[src/hdl/jtl_pkg.sv]
// Shared types, codes and helpers for the JSON token lexer.
package jtl_pkg;

  // Lexer mode between bytes
  typedef enum logic [1:0] {
    MODE_IDLE    = 2'd0,
    MODE_NUMBER  = 2'd1,
    MODE_STRING  = 2'd2,
    MODE_LITERAL = 2'd3
  } mode_t;

  // Token kind codes
  localparam logic [3:0] KIND_STRING  = 4'd0;
  localparam logic [3:0] KIND_NUMBER  = 4'd1;
  localparam logic [3:0] KIND_BOOL    = 4'd2;
  localparam logic [3:0] KIND_NULL    = 4'd3;
  localparam logic [3:0] KIND_LBRACK  = 4'd4;
  localparam logic [3:0] KIND_RBRACK  = 4'd5;
  localparam logic [3:0] KIND_LBRACE  = 4'd6;
  localparam logic [3:0] KIND_RBRACE  = 4'd7;
  localparam logic [3:0] KIND_COLON   = 4'd8;
  localparam logic [3:0] KIND_COMMA   = 4'd9;

  // Character codes
  localparam logic [7:0] CH_TAB    = 8'h09;
  localparam logic [7:0] CH_CR     = 8'h0D;
  localparam logic [7:0] CH_SPACE  = 8'h20;
  localparam logic [7:0] CH_QUOTE  = 8'h22;
  localparam logic [7:0] CH_COMMA  = 8'h2C;
  localparam logic [7:0] CH_DOT    = 8'h2E;
  localparam logic [7:0] CH_ZERO   = 8'h30;
  localparam logic [7:0] CH_NINE   = 8'h39;
  localparam logic [7:0] CH_COLON  = 8'h3A;
  localparam logic [7:0] CH_LBRACK = 8'h5B;
  localparam logic [7:0] CH_RBRACK = 8'h5D;
  localparam logic [7:0] CH_LBRACE = 8'h7B;
  localparam logic [7:0] CH_RBRACE = 8'h7D;
  localparam logic [7:0] CH_LOW_N  = 8'h6E;
  localparam logic [7:0] CH_LOW_T  = 8'h74;
  localparam logic [7:0] CH_LOW_F  = 8'h66;

  // Literal words, first letter in the low byte
  localparam logic [31:0] WORD_NULL  = 32'h6C6C756E;
  localparam logic [31:0] WORD_TRUE  = 32'h65757274;
  localparam logic [39:0] WORD_FALSE = 40'h65736C6166;

  localparam int LitBytes   = 5;
  localparam int MaxResults = 3;
  localparam int QueueDepth = 4;

  // One result beat without the run marker
  typedef struct packed {
    logic [3:0] kind;
    logic [7:0] value;
    logic       has;
    logic       tend;
    logic       mal;
  } result_t;

  // All results caused by one input byte
  typedef struct packed {
    logic [1:0]                  cnt;
    result_t [MaxResults-1:0]    res;
  } entry_t;

  function automatic result_t mk_res(logic [3:0] kind, logic [7:0] value,
                                     logic has, logic tend, logic mal);
    result_t r;
    r.kind  = kind;
    r.value = value;
    r.has   = has;
    r.tend  = tend;
    r.mal   = mal;
    return r;
  endfunction

endpackage

[src/hdl/jtl_ifs.sv]
// Channel interfaces for the lexer: text byte input and token result output.
interface jtl_in_if;
  logic       valid;
  logic       ready;
  logic [7:0] data_byte;
  logic       last_of_file;

  modport source (output valid, output data_byte, output last_of_file, input ready);
  modport sink (input valid, input data_byte, input last_of_file, output ready);
endinterface

interface jtl_out_if;
  logic       valid;
  logic       ready;
  logic [3:0] token_class;
  logic [7:0] value_byte;
  logic       has_byte;
  logic       token_end;
  logic       malformed;
  logic       run_last;

  modport source (output valid, output token_class, output value_byte, output has_byte,
                  output token_end, output malformed, output run_last, input ready);
  modport sink (input valid, input token_class, input value_byte, input has_byte,
                input token_end, input malformed, input run_last, output ready);
endinterface

[src/hdl/json_token_lexer_core.sv]
// Top level of the streaming JSON token lexer.
//
// Usage: text bytes enter on in_ch, one per beat, with last_of_file on the
// final byte of a text; token results leave on out_ch, one per beat.
// Each byte gives zero to three results; run_last marks the last result of
// a byte, token_end the last result of a token.
// Path: the front end lexes into the queue, the back end loads the output
// register. Throughput: one byte per cycle on the input while the queue is
// not full; the output register moves one result per cycle while the
// receiver is ready, so a byte with several results holds the output
// while the queue (QUEUE_DEPTH groups) absorbs input.
// Reset (synchronous, active low) returns the lexer to idle, empties the
// queue and drops out_ch.valid; the next byte starts a new text.
// When the receiver stalls, the output beat holds, the queue fills and
// in_ch.ready drops only once all QUEUE_DEPTH entries are taken.
// Bytes with no result are taken at one per cycle while the queue has room.
module json_token_lexer_core #(
  parameter int QUEUE_DEPTH = jtl_pkg::QueueDepth
) (
  input  logic      clk,
  input  logic      rst_n,
  jtl_in_if.sink    in_ch,
  jtl_out_if.source out_ch
);

  logic             q_push, q_full, q_empty, q_pop;
  jtl_pkg::entry_t  q_in, q_head;
  jtl_pkg::result_t res;
  logic             run_last;

  // Lex input beats into result groups
  jtl_front u_front (
    .clk        (clk),
    .rst_n      (rst_n),
    .in_valid   (in_ch.valid),
    .in_ready   (in_ch.ready),
    .in_byte    (in_ch.data_byte),
    .in_last    (in_ch.last_of_file),
    .q_full     (q_full),
    .push       (q_push),
    .push_entry (q_in)
  );

  // Buffer groups between the two ends
  jtl_queue #(.DEPTH(QUEUE_DEPTH)) u_queue (
    .clk        (clk),
    .rst_n      (rst_n),
    .push       (q_push),
    .push_entry (q_in),
    .full       (q_full),
    .empty      (q_empty),
    .pop        (q_pop),
    .head       (q_head)
  );

  // Serialize groups into result beats
  jtl_back u_back (
    .clk          (clk),
    .rst_n        (rst_n),
    .q_empty      (q_empty),
    .head         (q_head),
    .pop          (q_pop),
    .out_valid    (out_ch.valid),
    .out_ready    (out_ch.ready),
    .out_res      (res),
    .out_run_last (run_last)
  );

  assign out_ch.token_class = res.kind;
  assign out_ch.value_byte  = res.value;
  assign out_ch.has_byte    = res.has;
  assign out_ch.token_end   = res.tend;
  assign out_ch.malformed   = res.mal;
  assign out_ch.run_last    = run_last;

  // Front end never pushes into a full queue
  a_no_overflow: assert property (@(posedge clk) disable iff (!rst_n)
    !(q_push && q_full))
    else $error("queue overflow");

  // A beat without a text byte is always an end marker
  a_end_marker: assert property (@(posedge clk) disable iff (!rst_n)
    (out_ch.valid && !out_ch.has_byte) |-> out_ch.token_end)
    else $error("byteless beat not marked as token end");

  // Malformed results are only ever bools
  a_malformed_bool: assert property (@(posedge clk) disable iff (!rst_n)
    (out_ch.valid && out_ch.malformed) |-> (out_ch.token_class == jtl_pkg::KIND_BOOL))
    else $error("malformed flag on non-bool token");

  // Reset empties the output
  a_reset_clear: assert property (@(posedge clk)
    !rst_n |=> !out_ch.valid)
    else $error("output valid after reset");

endmodule

[src/hdl/jtl_front.sv]
// Front end: accepts text bytes, runs the lexer state and packs each byte's results.
module jtl_front (
  input  logic             clk,
  input  logic             rst_n,
  input  logic             in_valid,
  output logic             in_ready,
  input  logic [7:0]       in_byte,
  input  logic             in_last,
  input  logic             q_full,
  output logic             push,
  output jtl_pkg::entry_t  push_entry
);

  localparam int BufW = 8 * jtl_pkg::LitBytes;

  jtl_pkg::mode_t   mode_r, mode_nxt;
  logic [BufW-1:0]  buf_r, buf_nxt;
  logic [2:0]       len_r, len_nxt;
  logic             fail_r, fail_nxt;
  logic             accept;

  assign in_ready = !q_full;
  assign accept   = in_valid && in_ready;

  // Hold lexer state between beats
  always_ff @(posedge clk) begin
    if (!rst_n) begin
      mode_r <= jtl_pkg::MODE_IDLE;
      buf_r  <= '0;
      len_r  <= '0;
      fail_r <= 1'b0;
    end else if (accept) begin
      mode_r <= mode_nxt;
      buf_r  <= buf_nxt;
      len_r  <= len_nxt;
      fail_r <= fail_nxt;
    end
  end

  // Lex one byte: next state and up to three results
  always_comb begin
    logic [7:0]                                c;
    logic [1:0]                                n;
    logic                                      go_idle;
    jtl_pkg::result_t [jtl_pkg::MaxResults-1:0] slots;
    c        = in_byte;
    n        = 2'd0;
    go_idle  = 1'b0;
    slots    = '0;
    mode_nxt = mode_r;
    buf_nxt  = buf_r;
    len_nxt  = len_r;
    fail_nxt = fail_r;

    unique case (mode_r)
      jtl_pkg::MODE_NUMBER: begin
        if ((c >= jtl_pkg::CH_ZERO && c <= jtl_pkg::CH_NINE) || c == jtl_pkg::CH_DOT) begin
          slots[n] = jtl_pkg::mk_res(jtl_pkg::KIND_NUMBER, c, 1'b1, 1'b0, 1'b0);
          n = n + 2'd1;
        end else begin
          // close the number, then lex the terminator afresh
          slots[n] = jtl_pkg::mk_res(jtl_pkg::KIND_NUMBER, 8'd0, 1'b0, 1'b1, 1'b0);
          n = n + 2'd1;
          mode_nxt = jtl_pkg::MODE_IDLE;
          go_idle  = 1'b1;
        end
      end
      jtl_pkg::MODE_STRING: begin
        if (c == jtl_pkg::CH_QUOTE) begin
          slots[n] = jtl_pkg::mk_res(jtl_pkg::KIND_STRING, 8'd0, 1'b0, 1'b1, 1'b0);
          n = n + 2'd1;
          mode_nxt = jtl_pkg::MODE_IDLE;
        end else begin
          slots[n] = jtl_pkg::mk_res(jtl_pkg::KIND_STRING, c, 1'b1, 1'b0, 1'b0);
          n = n + 2'd1;
        end
      end
      jtl_pkg::MODE_LITERAL: begin
        if (fail_r || len_r >= 3'(jtl_pkg::LitBytes)) begin
          fail_nxt = 1'b1;
        end else begin
          buf_nxt[{len_r, 3'b000} +: 8] = c;
          len_nxt = len_r + 3'd1;
          if (len_nxt == 3'd4 && buf_nxt[31:0] == jtl_pkg::WORD_NULL) begin
            slots[n] = jtl_pkg::mk_res(jtl_pkg::KIND_NULL, buf_nxt[7:0], 1'b1, 1'b1, 1'b0);
            n = n + 2'd1;
            mode_nxt = jtl_pkg::MODE_IDLE;
            buf_nxt  = '0;
            len_nxt  = '0;
            fail_nxt = 1'b0;
          end else if ((len_nxt == 3'd4 && buf_nxt[31:0] == jtl_pkg::WORD_TRUE) ||
                       (len_nxt == 3'd5 && buf_nxt == jtl_pkg::WORD_FALSE)) begin
            slots[n] = jtl_pkg::mk_res(jtl_pkg::KIND_BOOL, buf_nxt[7:0], 1'b1, 1'b1, 1'b0);
            n = n + 2'd1;
            mode_nxt = jtl_pkg::MODE_IDLE;
            buf_nxt  = '0;
            len_nxt  = '0;
            fail_nxt = 1'b0;
          end else if (len_nxt >= 3'(jtl_pkg::LitBytes)) begin
            fail_nxt = 1'b1;
          end
        end
      end
      jtl_pkg::MODE_IDLE: begin
        go_idle = 1'b1;
      end
      default: begin
        go_idle = 1'b1;
      end
    endcase

    // Idle lexing: skip whitespace, emit punctuation, start tokens, drop the rest
    if (go_idle) begin
      priority if ((c >= jtl_pkg::CH_TAB && c <= jtl_pkg::CH_CR) || c == jtl_pkg::CH_SPACE) begin
        n = n;
      end else if (c == jtl_pkg::CH_LBRACK) begin
        slots[n] = jtl_pkg::mk_res(jtl_pkg::KIND_LBRACK, c, 1'b1, 1'b1, 1'b0);
        n = n + 2'd1;
      end else if (c == jtl_pkg::CH_RBRACK) begin
        slots[n] = jtl_pkg::mk_res(jtl_pkg::KIND_RBRACK, c, 1'b1, 1'b1, 1'b0);
        n = n + 2'd1;
      end else if (c == jtl_pkg::CH_LBRACE) begin
        slots[n] = jtl_pkg::mk_res(jtl_pkg::KIND_LBRACE, c, 1'b1, 1'b1, 1'b0);
        n = n + 2'd1;
      end else if (c == jtl_pkg::CH_RBRACE) begin
        slots[n] = jtl_pkg::mk_res(jtl_pkg::KIND_RBRACE, c, 1'b1, 1'b1, 1'b0);
        n = n + 2'd1;
      end else if (c == jtl_pkg::CH_COLON) begin
        slots[n] = jtl_pkg::mk_res(jtl_pkg::KIND_COLON, c, 1'b1, 1'b1, 1'b0);
        n = n + 2'd1;
      end else if (c == jtl_pkg::CH_COMMA) begin
        slots[n] = jtl_pkg::mk_res(jtl_pkg::KIND_COMMA, c, 1'b1, 1'b1, 1'b0);
        n = n + 2'd1;
      end else if (c >= jtl_pkg::CH_ZERO && c <= jtl_pkg::CH_NINE) begin
        slots[n] = jtl_pkg::mk_res(jtl_pkg::KIND_NUMBER, c, 1'b1, 1'b0, 1'b0);
        n = n + 2'd1;
        mode_nxt = jtl_pkg::MODE_NUMBER;
      end else if (c == jtl_pkg::CH_QUOTE) begin
        mode_nxt = jtl_pkg::MODE_STRING;
      end else if (c == jtl_pkg::CH_LOW_N || c == jtl_pkg::CH_LOW_T ||
                   c == jtl_pkg::CH_LOW_F) begin
        mode_nxt = jtl_pkg::MODE_LITERAL;
        buf_nxt  = {{(BufW-8){1'b0}}, c};
        len_nxt  = 3'd1;
        fail_nxt = 1'b0;
      end else begin
        n = n;
      end
    end

    // End of file: flush any open token and return to reset state
    if (in_last) begin
      unique case (mode_nxt)
        jtl_pkg::MODE_NUMBER: begin
          slots[n] = jtl_pkg::mk_res(jtl_pkg::KIND_NUMBER, 8'd0, 1'b0, 1'b1, 1'b0);
          n = n + 2'd1;
        end
        jtl_pkg::MODE_STRING: begin
          slots[n] = jtl_pkg::mk_res(jtl_pkg::KIND_STRING, 8'd0, 1'b0, 1'b1, 1'b0);
          n = n + 2'd1;
        end
        jtl_pkg::MODE_LITERAL: begin
          slots[n] = jtl_pkg::mk_res(jtl_pkg::KIND_BOOL, buf_nxt[7:0], 1'b1, 1'b1, 1'b1);
          n = n + 2'd1;
        end
        jtl_pkg::MODE_IDLE: begin
          n = n;
        end
        default: begin
          n = n;
        end
      endcase
      mode_nxt = jtl_pkg::MODE_IDLE;
      buf_nxt  = '0;
      len_nxt  = '0;
      fail_nxt = 1'b0;
    end

    push_entry.cnt = n;
    push_entry.res = slots;
    push           = accept && (n != 2'd0);
  end

endmodule

[src/hdl/jtl_queue.sv]
// Short FIFO of per-byte result groups between the front and back ends.
module jtl_queue #(
  parameter int DEPTH = jtl_pkg::QueueDepth
) (
  input  logic             clk,
  input  logic             rst_n,
  input  logic             push,
  input  jtl_pkg::entry_t  push_entry,
  output logic             full,
  output logic             empty,
  input  logic             pop,
  output jtl_pkg::entry_t  head
);

  localparam int AW = (DEPTH > 1) ? $clog2(DEPTH) : 1;
  localparam int CW = $clog2(DEPTH + 1);

  jtl_pkg::entry_t slots_r [DEPTH];
  logic [AW-1:0]   wr_ptr_r, rd_ptr_r;
  logic [CW-1:0]   count_r;

  assign full  = (count_r == CW'(DEPTH));
  assign empty = (count_r == '0);
  assign head  = slots_r[rd_ptr_r];

  // Store pushed groups
  always_ff @(posedge clk) begin
    if (push) begin
      slots_r[wr_ptr_r] <= push_entry;
    end
  end

  // Advance pointers and occupancy
  always_ff @(posedge clk) begin
    if (!rst_n) begin
      wr_ptr_r <= '0;
      rd_ptr_r <= '0;
      count_r  <= '0;
    end else begin
      if (push) begin
        wr_ptr_r <= (wr_ptr_r == AW'(DEPTH - 1)) ? '0 : wr_ptr_r + AW'(1);
      end
      if (pop) begin
        rd_ptr_r <= (rd_ptr_r == AW'(DEPTH - 1)) ? '0 : rd_ptr_r + AW'(1);
      end
      if (push && !pop) begin
        count_r <= count_r + CW'(1);
      end else if (pop && !push) begin
        count_r <= count_r - CW'(1);
      end
    end
  end

endmodule

[src/hdl/jtl_back.sv]
// Back end: walks queued groups, driving one result beat per cycle while out_ready.
module jtl_back (
  input  logic              clk,
  input  logic              rst_n,
  input  logic              q_empty,
  input  jtl_pkg::entry_t   head,
  output logic              pop,
  output logic              out_valid,
  input  logic              out_ready,
  output jtl_pkg::result_t  out_res,
  output logic              out_run_last
);

  logic             out_valid_r;
  jtl_pkg::result_t out_res_r;
  logic             out_last_r;
  logic [1:0]       idx_r;
  logic             adv, take, last_slot;

  assign adv       = !out_valid_r || out_ready;
  assign take      = adv && !q_empty;
  assign last_slot = (idx_r == head.cnt - 2'd1);
  assign pop       = take && last_slot;

  // Control: output valid and slot index
  always_ff @(posedge clk) begin
    if (!rst_n) begin
      out_valid_r <= 1'b0;
      idx_r       <= '0;
    end else begin
      if (adv) begin
        out_valid_r <= !q_empty;
      end
      if (take) begin
        idx_r <= last_slot ? 2'd0 : idx_r + 2'd1;
      end
    end
  end

  // Payload: load the next slot into the output register
  always_ff @(posedge clk) begin
    if (take) begin
      out_res_r  <= head.res[idx_r];
      out_last_r <= last_slot;
    end
  end

  assign out_valid    = out_valid_r;
  assign out_res      = out_res_r;
  assign out_run_last = out_last_r;

endmodule
[src/flat_wrapper.sv]
// flat-port wrapper written by rule: the top's interface ports become plain ports
module json_token_lexer_core_flat 
#(
  parameter int QUEUE_DEPTH = jtl_pkg::QueueDepth
)
  (clk, rst_n, in_ch_valid, in_ch_data_byte, in_ch_last_of_file, in_ch_ready, out_ch_valid, out_ch_token_class, out_ch_value_byte, out_ch_has_byte, out_ch_token_end, out_ch_malformed, out_ch_run_last, out_ch_ready);
  jtl_in_if in_ch_i ();
  jtl_out_if out_ch_i ();
  input  logic clk;
  input  logic rst_n;
  input wire logic [$bits(in_ch_i.valid)-1:0] in_ch_valid;
  input wire logic [$bits(in_ch_i.data_byte)-1:0] in_ch_data_byte;
  input wire logic [$bits(in_ch_i.last_of_file)-1:0] in_ch_last_of_file;
  output wire logic [$bits(in_ch_i.ready)-1:0] in_ch_ready;
  output wire logic [$bits(out_ch_i.valid)-1:0] out_ch_valid;
  output wire logic [$bits(out_ch_i.token_class)-1:0] out_ch_token_class;
  output wire logic [$bits(out_ch_i.value_byte)-1:0] out_ch_value_byte;
  output wire logic [$bits(out_ch_i.has_byte)-1:0] out_ch_has_byte;
  output wire logic [$bits(out_ch_i.token_end)-1:0] out_ch_token_end;
  output wire logic [$bits(out_ch_i.malformed)-1:0] out_ch_malformed;
  output wire logic [$bits(out_ch_i.run_last)-1:0] out_ch_run_last;
  input wire logic [$bits(out_ch_i.ready)-1:0] out_ch_ready;
  assign in_ch_i.valid = in_ch_valid;
  assign in_ch_i.data_byte = in_ch_data_byte;
  assign in_ch_i.last_of_file = in_ch_last_of_file;
  assign in_ch_ready = in_ch_i.ready;
  assign out_ch_valid = out_ch_i.valid;
  assign out_ch_token_class = out_ch_i.token_class;
  assign out_ch_value_byte = out_ch_i.value_byte;
  assign out_ch_has_byte = out_ch_i.has_byte;
  assign out_ch_token_end = out_ch_i.token_end;
  assign out_ch_malformed = out_ch_i.malformed;
  assign out_ch_run_last = out_ch_i.run_last;
  assign out_ch_i.ready = out_ch_ready;
  json_token_lexer_core #(.QUEUE_DEPTH(QUEUE_DEPTH)) u_core (.clk(clk), .rst_n(rst_n), .in_ch(in_ch_i), .out_ch(out_ch_i));
endmodule
[config.mk]
export PLATFORM = sky130hd
export DESIGN_NAME = json_token_lexer_core_flat
export DESIGN_NICKNAME = d
export VERILOG_FILES = /design/src/hdl/jtl_pkg.sv /design/src/hdl/jtl_ifs.sv /design/src/hdl/json_token_lexer_core.sv /design/src/hdl/jtl_front.sv /design/src/hdl/jtl_queue.sv /design/src/hdl/jtl_back.sv /design/src/flat_wrapper.sv
export SDC_FILE = /design/constraint.sdc
export NUM_CORES = 1
export LEC_CHECK = 0
export BUFFER_PORTS_ARGS = -buffer_cell sky130_fd_sc_hd__buf_2
export CORE_MARGIN = 3
export CORE_UTILIZATION = 57
export CTS_CLUSTER_DIAMETER = 120
export DETAILED_ROUTE_END_ITERATION = 8
export GPL_TIMING_DRIVEN = 0
export PLACE_DENSITY = 0.75
export SLEW_MARGIN = 20
export SYNTH_ARGS = -nofsm -noshare
export SYNTH_HDL_FRONTEND = slang
export SYNTH_HIERARCHICAL = 1
export SYNTH_SLANG_ARGS = --single-unit
[constraint.sdc]
create_clock -name clk -period 7.15 [get_ports clk]
set_clock_uncertainty 0.15 [all_clocks]
set_input_delay 1.43 -clock clk [delete_from_list [all_inputs] [get_ports clk]]
set_output_delay 1.43 -clock clk [all_outputs]
set_load 0.02 [all_outputs]
==> metrics.yaml <==
dieArea_um2: 23600
p_leak_nw: 4.59
place.detailed.hpwl_mm: 20.1
ant_nets: 0
endpoint_kind: "register"
rows: 53
grt_max_degree: 48
vias: 8132
max_stage_delay_ns: 0.60
syn_inst: 893
synth-edff-count: 204
final_max_slew_viol_count: 0
finalHoldViolCount: 0
mostFrequentLayoutCells: "204 x edfxtp_1, 57 x dfxtp_1, 49 x nand2_1, 47 x mux4_2, 41 x buf_2"
pin_count: 31
tightest_slew_ns: 0.882
finalPower_mw: 3.58
cp.required_ns: 7.45
drt-pass1-iter-count: 6
nNetsFinal: 987
area_growth_pct: 11.4
yosysSeqAreaShare: 0.586
h-tree-depth: 1
clockRootBuffer: "clkbuf_16"
cellPowerDensity_nw_per_um2: 259
hold_class: "register to register"
dieHeight_um: 154
finalSetupViolCount: 0
drive_above_1_share: 0.203
fin_ws_ns: 0.388
ys_ff_latch: 262
cts_buffers: 26
cp.arrival_ns: 7.06
synth_warnings: 6
layout_min_cycle_time_ns: 6.76
syn_area_um2: 12400
ir_drop_uv: 174
clockBufferDepth: 3
start_util: 0.586
path_class: "register to register"
fp.dieW_um: 154
fmax_mhz: 148
drtIter0Drc: 791
grtUsageTotal: 0.249
slowest_stage: "or4_4"
timing.hold.ws_ns: 0.313
port_buffers: 27
clkSlewWorstSetupHoldPaths_ns: 0.06
pre_cts_ws_ns: -0.493
numClockSinks: 262
wl_mm: 29.8
synthArstFlopShare: 0
drcViolationCount: 0
syn-mean-instance-area_um2: 13.9
first_global_vias: 8152
yosysUniqueCellTypes: 100
ys.flop_type: "edfxtp_1"
place.gp.congestion: 0.961
n_antenna_cell: 0
path_max_fanout: 10
fin_crit_sh: 0.946
antenna_found_initial: 0
vias_per_cell: 6.52
grt_pass1_wl_mm: 46.2
cap_viol_max_count: 0
path_common_cell: "ha_1"
start_kind: "register"
final_common_cell: "edfxtp_1"
core-area_um2: 21200
wl_per_cell_um: 23.9
relSlewSlack: 0.412
grt_overflow_total: 0
clkLatencyLatePin_ns: 0.52
outcome: "completed"
cts_tree: "yes"
-- metrics by stage --
stage                util  TNS [ns]  cell area, um^2  cells
floorplan               -         0            12400    894
global placement    0.608   -329.54            12900   1196
detailed placement  0.609    -46.99            12900   1196
CTS                 0.650         0            13800   1245
global route        0.653   -0.0307            13900   1247
finish              0.653         0            13900   1247
-- layer usage --
layer | track usage | vias to the layer above | share of wire
met1 | 0.343 | 4051 | 0.41
met3 | 0.0450 | 61 | 0.085
met5 | 0 | - | 0
met4 | 0.0782 | 0 | 0.030
met2 | 0.409 | 386 | 0.48
li1 | - | 3634 | -
-- repair_timing --
item                       CTS  global route
buffers inserted             2             2
pin swaps                    1             2
setup endpoints to repair  190           199
hold buffers                 0             0
resized for setup            3             7
-- final timing paths --
kind                                                            start                                      to  slack [ns]  cells past startpoint
worst max-delay path             u_core/u_front/len_r[0]$_SDFFE_PN0P_  u_core/u_queue/count_r[2]$_SDFFE_PN0P_        0.39                     31
worst min-delay path            u_core/u_front/buf_r[31]$_SDFFE_PN0P_   u_core/u_front/buf_r[31]$_SDFFE_PN0P_        0.31                      1
worst max register to register   u_core/u_front/len_r[0]$_SDFFE_PN0P_  u_core/u_queue/count_r[2]$_SDFFE_PN0P_        0.39                     31
worst min register to register  u_core/u_front/buf_r[31]$_SDFFE_PN0P_   u_core/u_front/buf_r[31]$_SDFFE_PN0P_        0.31                      1
-- synth_stat cells, types with 9 or more instances --
cell type / number / area [um^2]
a21oi_1: 16 / 80.1
a22oi_1: 12 / 90.1
a32o_1: 33 / 330
and2_1: 19 / 119
buf_2: 15 / 75.1
clkbuf_1: 24 / 90.1
dfxtp_1: 58 / 1160
edfxtp_1: 204 / 6130
ha_1: 20 / 250
inv_1: 30 / 113
mux2i_1: 28 / 280
mux4_2: 47 / 1060
nand2_1: 49 / 184
nand2b_1: 14 / 87.6
nand3_1: 19 / 95.1
nor2_1: 36 / 135
nor2b_1: 31 / 194
nor3_1: 12 / 60.1
o21ai_0: 38 / 190
o22ai_1: 9 / 56.3
-- logic make-up after synthesis --
| group | share of synthesized area |
|---|---|
| flops | 0.586 |
| fa+ha+maj | 0.0217 |
| buf+inv | 0.0380 |
| compound gates | 0.119 |
| simple gates | 0.122 |
| xor+xnor | 0.00282 |
| mux | 0.110 |
| other cells | 0.000302 |
-- flip-flops by register name (all words and copies together), names as in the netlist, named ones only --
| name | cells |
|---|---|
| u_core/u_front/fail_r | 1 |
| u_core/u_queue/wr_ptr_r | 2 |
| u_core/u_queue/rd_ptr_r | 2 |
| u_core/u_front/len_r | 3 |
| u_core/u_front/mode_r | 2 |
| u_core/u_back/out_run_last | 1 |
| u_core/u_back/idx_r | 2 |
| u_core/u_queue/count_r | 3 |
| u_core/u_back/out_valid | 1 |
| u_core/u_front/buf_r | 40 |
| u_core/u_queue/slots_r | 188 |
| u_core/u_back/out_res | 15 |
-- worst max-delay path, delay by kind of cell, from the launching register on --
family	cells	cell delay [ns]
adders and majority gates	6	1.64
and+or+nand+nor	9	2.10
xor gates and xnor gates	1	0.16
DFF	1	0.39
buffers and inverters	8	0.98
AOI/OAI and AO/OA	7	1.26
-- power by group --
group | switching (mW) | total [mW] | internal (mW)
sequential | 0.0213 | 1.74 | 1.71
combinational | 0.323 | 0.529 | 0.206
clock | 0.542 | 1.32 | 0.777
-- area by class of cell --
type / count / area, um^2
clock buffer: 32 / 673
inverter: 33 / 126
fill: 1548 / 7370
buffer: 56 / 348
timing repair buffer: 31 / 165
clock inverter: 15 / 158
tap: 275 / 344
multi-input combinational: 543 / 4750
sequential: 262 / 7290
(Power assumes the default switching activity.)
